==> src/ccr_pkg.sv <==
// ccr_pkg: shared types and constants for the clock replacement directory
// no dependencies; imported by ccr_seq and clock_cache_replacement_core
`default_nettype none

package ccr_pkg;

  localparam int KEY_W  = 32;
  localparam int SLOT_W = 2;

  // one finished result as it leaves the sequencer
  typedef struct packed {
    logic              hit;
    logic [SLOT_W-1:0] slot;
    logic              ev_valid;
    logic [KEY_W-1:0]  ev_key;
  } result_t;

endpackage

`default_nettype wire

==> src/ccr_ram.sv <==
// ccr_ram: generic single write port, single read port ram with registered read
// no dependencies; used for the slot key store
`default_nettype none

module ccr_ram #(
  parameter int WIDTH = 32,
  parameter int DEPTH = 4
) (
  input  wire logic                     clk,
  input  wire logic                     we,
  input  wire logic [$clog2(DEPTH)-1:0] waddr,
  input  wire logic [WIDTH-1:0]         wdata,
  input  wire logic [$clog2(DEPTH)-1:0] raddr,
  output logic      [WIDTH-1:0]         rdata
);

  logic [WIDTH-1:0] mem [DEPTH];

  // write port and registered read port
  always_ff @(posedge clk) begin
    if (we) begin
      mem[waddr] <= wdata;
    end
    rdata <= mem[raddr];
  end

endmodule

`default_nettype wire

==> src/ccr_seq.sv <==
// ccr_seq: sequencer for lookup, fill, clock sweep and eviction
// depends on ccr_pkg and ccr_ram; one key compare per cycle against the ram
`default_nettype none

module ccr_seq
  import ccr_pkg::*;
#(
  parameter int CACHE_SLOTS = 4
) (
  input  wire logic             clk,
  input  wire logic             rst,
  input  wire logic             in_valid,
  output logic                  in_stall,
  input  wire logic [KEY_W-1:0] key,
  output logic                  res_valid,
  input  wire logic             res_take,
  output result_t               res
);

  localparam int IDX_W = (CACHE_SLOTS > 1) ? $clog2(CACHE_SLOTS) : 1;
  localparam int CNT_W = $clog2(CACHE_SLOTS + 1);
  localparam logic [IDX_W-1:0] LAST_IDX = IDX_W'(CACHE_SLOTS - 1);
  localparam logic [CNT_W-1:0] FULL_CNT = CNT_W'(CACHE_SLOTS);

  localparam logic [2:0] S_IDLE  = 3'd0;
  localparam logic [2:0] S_LOOK  = 3'd1;
  localparam logic [2:0] S_SWEEP = 3'd2;
  localparam logic [2:0] S_EVICT = 3'd3;
  localparam logic [2:0] S_DONE  = 3'd4;

  logic [2:0]             state;
  logic [KEY_W-1:0]       key_r;
  logic [CNT_W-1:0]       idx;
  logic [IDX_W-1:0]       cmp_idx;
  logic                   cmp_valid;
  logic [CNT_W-1:0]       occ;
  logic [IDX_W-1:0]       hand;
  logic [IDX_W-1:0]       h;
  logic [CACHE_SLOTS-1:0] refb;

  logic                   we;
  logic [IDX_W-1:0]       waddr;
  logic [IDX_W-1:0]       raddr;
  logic [KEY_W-1:0]       rdata;
  logic                   match;
  logic                   more;

  function automatic logic [IDX_W-1:0] adv(input logic [IDX_W-1:0] v);
    return (v == LAST_IDX) ? '0 : v + 1'b1;
  endfunction

  ccr_ram #(.WIDTH(KEY_W), .DEPTH(CACHE_SLOTS)) u_keys (
    .clk   (clk),
    .we    (we),
    .waddr (waddr),
    .wdata (key_r),
    .raddr (raddr),
    .rdata (rdata)
  );

  // shared compare unit: one stored key against the request per cycle
  assign match = cmp_valid && (rdata == key_r);
  assign more  = idx < occ;

  assign in_stall  = (state != S_IDLE);
  assign res_valid = (state == S_DONE);

  // ram read address: scan index during lookup, sweep position h otherwise
  always_comb begin
    raddr = h;
    if (state == S_LOOK) begin
      raddr = idx[IDX_W-1:0];
    end
  end

  // ram write: fill at the hand, or replace the victim
  always_comb begin
    we    = 1'b0;
    waddr = hand;
    if (state == S_LOOK && !match && !more && occ != FULL_CNT) begin
      we = 1'b1;
    end else if (state == S_EVICT) begin
      we    = 1'b1;
      waddr = h;
    end
  end

  // control state
  always_ff @(posedge clk) begin
    if (rst) begin
      state     <= S_IDLE;
      occ       <= '0;
      hand      <= '0;
      refb      <= '0;
      cmp_valid <= 1'b0;
    end else begin
      unique case (state)
        S_IDLE: begin
          cmp_valid <= 1'b0;
          if (in_valid) begin
            state <= S_LOOK;
          end
        end
        S_LOOK: begin
          if (match) begin
            refb[cmp_idx] <= 1'b1;
            state         <= S_DONE;
          end else if (more) begin
            cmp_valid <= 1'b1;
          end else if (occ != FULL_CNT) begin
            refb[hand] <= 1'b0;
            occ        <= occ + 1'b1;
            hand       <= adv(hand);
            state      <= S_DONE;
          end else begin
            state <= S_SWEEP;
          end
        end
        S_SWEEP: begin
          if (refb[h]) begin
            refb[h] <= 1'b0;
          end else begin
            state <= S_EVICT;
          end
        end
        S_EVICT: begin
          refb[h] <= 1'b0;
          hand    <= adv(h);
          state   <= S_DONE;
        end
        S_DONE: begin
          if (res_take) begin
            state <= S_IDLE;
          end
        end
        default: begin
          state <= S_IDLE;
        end
      endcase
    end
  end

  // datapath registers
  always_ff @(posedge clk) begin
    unique case (state)
      S_IDLE: begin
        key_r <= key;
        idx   <= '0;
      end
      S_LOOK: begin
        if (match) begin
          res.hit      <= 1'b1;
          res.slot     <= SLOT_W'(cmp_idx);
          res.ev_valid <= 1'b0;
          res.ev_key   <= '0;
        end else if (more) begin
          cmp_idx <= idx[IDX_W-1:0];
          idx     <= idx + 1'b1;
        end else begin
          res.hit      <= 1'b0;
          res.slot     <= SLOT_W'(hand);
          res.ev_valid <= 1'b0;
          res.ev_key   <= '0;
          h            <= hand;
        end
      end
      S_SWEEP: begin
        if (refb[h]) begin
          h <= adv(h);
        end
      end
      S_EVICT: begin
        res.hit      <= 1'b0;
        res.slot     <= SLOT_W'(h);
        res.ev_valid <= 1'b1;
        res.ev_key   <= rdata;
      end
      S_DONE: begin
      end
      default: begin
      end
    endcase
  end

endmodule

`default_nettype wire

==> src/clock_cache_replacement_core.sv <==
// clock_cache_replacement_core: top level of the clock replacement directory
// depends on ccr_pkg and ccr_seq; holds the output register
//
// usage: one key per input transaction on in_valid/in_stall/key; one result per
// transaction on out_valid/out_stall with hit, slot, evicted_valid, evicted_key.
// a hit sets the slot's reference bit; a miss fills the slot at the clock hand
// or, when full, sweeps the hand clearing reference bits and evicts the first
// slot whose bit is clear.
// the lookup reads one stored key per cycle from the key ram and feeds the
// single comparator; a full-cache miss then sweeps and reads the victim key;
// every transaction also passes through an accept state and a result state.
// in_stall is high while a transaction is in progress; one item at a time.
// the result sits in an output register; while out_stall is high it holds and
// the sequencer waits, so a new key is taken once the result has moved into it.
// reset clears the reference bits, fill count and hand; stored keys are
// unknown until filled and are never compared before then.
`default_nettype none

module clock_cache_replacement_core
  import ccr_pkg::*;
#(
  parameter int CACHE_SLOTS = 4
) (
  input  wire logic              clk,
  input  wire logic              rst,
  input  wire logic              in_valid,
  output logic                   in_stall,
  input  wire logic [KEY_W-1:0]  key,
  output logic                   out_valid,
  input  wire logic              out_stall,
  output logic                   hit,
  output logic      [SLOT_W-1:0] slot,
  output logic                   evicted_valid,
  output logic      [KEY_W-1:0]  evicted_key
);

  logic    res_valid;
  logic    res_take;
  result_t res;
  result_t out_r;

  ccr_seq #(.CACHE_SLOTS(CACHE_SLOTS)) u_seq (
    .clk       (clk),
    .rst       (rst),
    .in_valid  (in_valid),
    .in_stall  (in_stall),
    .key       (key),
    .res_valid (res_valid),
    .res_take  (res_take),
    .res       (res)
  );

  // load the output register when it is empty or being drained
  assign res_take = res_valid && (!out_valid || !out_stall);

  always_ff @(posedge clk) begin
    if (rst) begin
      out_valid <= 1'b0;
    end else if (res_take) begin
      out_valid <= 1'b1;
    end else if (!out_stall) begin
      out_valid <= 1'b0;
    end
  end

  always_ff @(posedge clk) begin
    if (res_take) begin
      out_r <= res;
    end
  end

  assign hit           = out_r.hit;
  assign slot          = out_r.slot;
  assign evicted_valid = out_r.ev_valid;
  assign evicted_key   = out_r.ev_key;

endmodule

`default_nettype wire
==> config.mk <==
export PLATFORM = sky130hd
export DESIGN_NAME = clock_cache_replacement_core
export DESIGN_NICKNAME = d
export VERILOG_FILES = /design/src/ccr_pkg.sv /design/src/ccr_ram.sv /design/src/ccr_seq.sv /design/src/clock_cache_replacement_core.sv
export SDC_FILE = /design/constraint.sdc
export NUM_CORES = 1
export LEC_CHECK = 0
export ABC_AREA = 1
export BUFFER_PORTS_ARGS = -buffer_cell sky130_fd_sc_hd__buf_2
export CORE_UTILIZATION = 60
export DETAILED_ROUTE_END_ITERATION = 12
export GPL_ROUTABILITY_DRIVEN = 0
export PLACE_DENSITY = 0.87
export SYNTH_ARGS = -nofsm -noshare
export SYNTH_HDL_FRONTEND = slang
export SYNTH_SLANG_ARGS = --single-unit
==> constraint.sdc <==
create_clock -name clk -period 5.1 [get_ports clk]
set_input_delay 0.255 -clock clk [delete_from_list [all_inputs] [get_ports clk]]
set_output_delay 0.255 -clock clk [all_outputs]
set_load 0.005 [all_outputs]
==> results.ini <==
[status]
outcome=finished clean

[floorplanning]
core_area_um2=18000
fp.dieH_um=137
fp.dieW_um=137
num_rows=49
num_io_pins=74
initial_core_util_pct=61.2
die-area_um2=18900

[drt]
num_vias=7070
drt-total-wl_mm=21.9
vias_per_cell=5.58
wire_per_inst_um=17.3
initialDrtViolationCount=950
antenna_left=0
route.detailed.drc=0
drtPass1Iterations=6

[power]
power_density_nw_per_um2=556
p_total_mw=7.11
p_leak_nw=5.10
ir_drop_mv=0.320

[logic_synthesis]
yosysUniqueCellTypes=34
yosysTopAreaCell=edfxtp_1
netlist_area_um2=11000
postSynthRegisterBits=285
syn-mean-instance-area_um2=12.2
syn_nets=949
synth_top_area_share_pct=65.3
synthTopCellsByArea=edfxtp_1 65%, dfxtp_1 8.4%, nand2_1 7.7%
syn_inst=900
yosysWarnings=0
yosysSeqAreaShare_pct=73.6

[final_layout]
regArea_um2=8100
n_antenna_cell=0
fin_cells=1268
drive_gt1_share_pct=14.4
fill_cells=1129
nets=1067
layout_commonest_cell=edfxtp_1
fin_util_pct=71.2
multiInputGateArea_um2=2430
layout_common_cells=239 x edfxtp_1, 224 x nand2_1, 96 x inv_1, 84 x nor2_1, 73 x buf_2
area_delta_synth_final_pct=16.3

[global_route]
grt_pass1_wl_mm=33.8
track_usage_pct=24.1
grt_start_max_net_pins=66
antenna_found_initial=0
grt.overflow.total=0
grt_pass1_vias=6652

[setup_path]
path_cells=nor2_2, inv_2, nor2_4, inv_1, nand2_1, o21ai_0, inv_1, nor3_2, buf_4
cp_slowest_stage_delay_ns=0.84
worstPathRequired_ns=5.27
cpMostUsedCell=inv_1
critPathKind=reg -> reg
worstSetupEndpointType=flip-flop
crit_slowest_cell=inv_1
worstSetupStartpointType=flip-flop
cp_max_fo=41
worstPathArrival_ns=3.24

[timing]
finalCriticalPeriod_ns=3.08
tightest_slew_ns=1.17
hold_slack_ns=0.240
max-slew-margin-rel_pct=22.2
finalCritPeriodShare_pct=60.3
drv_slew=0
finalSetupTns_ns=0
setup_viol=0
clock.fmax_mhz=325
hold_viol_final=0
rsz0062_at_grt=false
skew_ns=0.0193

[hold_path]
hp-class=in -> reg

[clock_tree]
cts-root-buf=clkbuf_16
h-tree-depth=1
worstSkewPairLatency_ns=0.54
cts_tree=yes
cts_buffers=27
path_clk_slew_ns=0.06
cts.path.max_buffers=3
cts_sinks=285
post_cts_buffers=0

[placement]
port_buffers=73
hpwl_mm=14.0
place_inst=1184

[job]
drv_cap=0

## layout make-up
type	count	share of cell area, %
clock buffers	41	6.01
flip-flops and latches	285	63.3
inverters	104	3.05
repair buffers	114	5.93
clock inverters	9	0.499
multi-input cells	486	19.0
well taps	229	2.24
## metal layers
layer	up-vias	share of wire [%]	global-route usage (%)
met5	-	0	0
met4	0	3.2	9.40
met3	61	9.4	3.53
met2	407	48	39.7
met1	3279	40	32.4
li1	3323	-	-
## stage by stage
stage | instance area, µm² | worst slack (ns)
final | 12800 | 2.02
after global routing | 12800 | 1.81
after CTS | 12800 | 2.02
after detailed placement | 11600 | 2.09
after global placement | 11600 | 2.30
after floorplan | 11000 | 1.09
## path summary, 6_finish.rpt
kind	start	end	slack (ns)	depth (start not counted)
worst min register to register	u_seq.res[35]	hit	0.42	0
worst min-delay path	in_valid	u_seq.state[0]	0.24	5
worst max-delay path	u_seq.state[2]	u_seq.u_keys.mem[0][11]	2.02	9
worst max register to register	u_seq.state[2]	u_seq.u_keys.mem[0][11]	2.02	9
## cells by family (layout without fill, tap and decap cells)
| group | Yosys count | in the layout | synth area share (%) |
|---|---|---|---|
| adders and majority gates | 13 | 13 | 1.48 |
| AOI/OAI and AO/OA | 110 | 110 | 6.45 |
| buffers and inverters | 129 | 268 | 4.66 |
| DFF | 285 | 285 | 73.6 |
| and+or+nand+nor | 353 | 353 | 13.0 |
| xor gates and xnor gates | 10 | 10 | 0.796 |
## state kept, by name, summed over array words and instances, names as in the netlist, 2 cells and up
signal              count
u_seq.refb              4
evicted_key            32
u_seq.occ               3
u_seq.h                 2
u_seq.u_keys.mem      128
u_seq.res              36
slot                    2
u_seq.u_keys.rdata     32
u_seq.state             3
u_seq.hand              2
u_seq.cmp_idx           2
u_seq.idx               3
u_seq.key_r            32
## synth_stat cells
master     count
edfxtp_1     239
nand2_1      225
inv_1         96
nor2_1        87
a21oi_1       46
dfxtp_1       46
a32oi_1       32
o21ai_0       20
buf_2         17
ha_1          13
nand4_1        9
nor3_1         9
xnor2_1        8
clkbuf_1       7
inv_2          7
nand3_1        6
or2_2          6
a211oi_1       2
a21oi_2        2
nand2_2        2
nand3_2        2
nor2_2         2
nor2_4         2
nor4_1         2
o2111ai_1      2
o22ai_1        2
xor2_1         2
a21boi_0       1
buf_6          1
clkinv_1       1
nor3b_1        1
o211ai_1       1
o21ai_1        1
o21ai_4        1
## worst max-delay path, delay by kind of cell, from the launching register on
family                 cells  cell delay, ns
buffers and inverters      4            1.55
AO/OA/AOI/OAI              1            0.26
AND/OR/NAND/NOR            4            0.48
flip-flops                 1            0.40
## what timing repair did
| action | in CTS | in global routing |
|---|---|---|
| endpoints found under the hold margin | 36 | 0 |
| gates resized for setup | 0 | 0 |
| hold buffers | 34 | 0 |
| endpoints found under the setup margin | 0 | 0 |
## power by group
group	switching (mW)	total, mW	internal [mW]
clock network	0.810	1.85	1.04
logic	1.23	1.76	0.532
registers	0.322	3.50	3.17
total	2.36	7.11	4.75
Power figures use the tool's default switching activity.
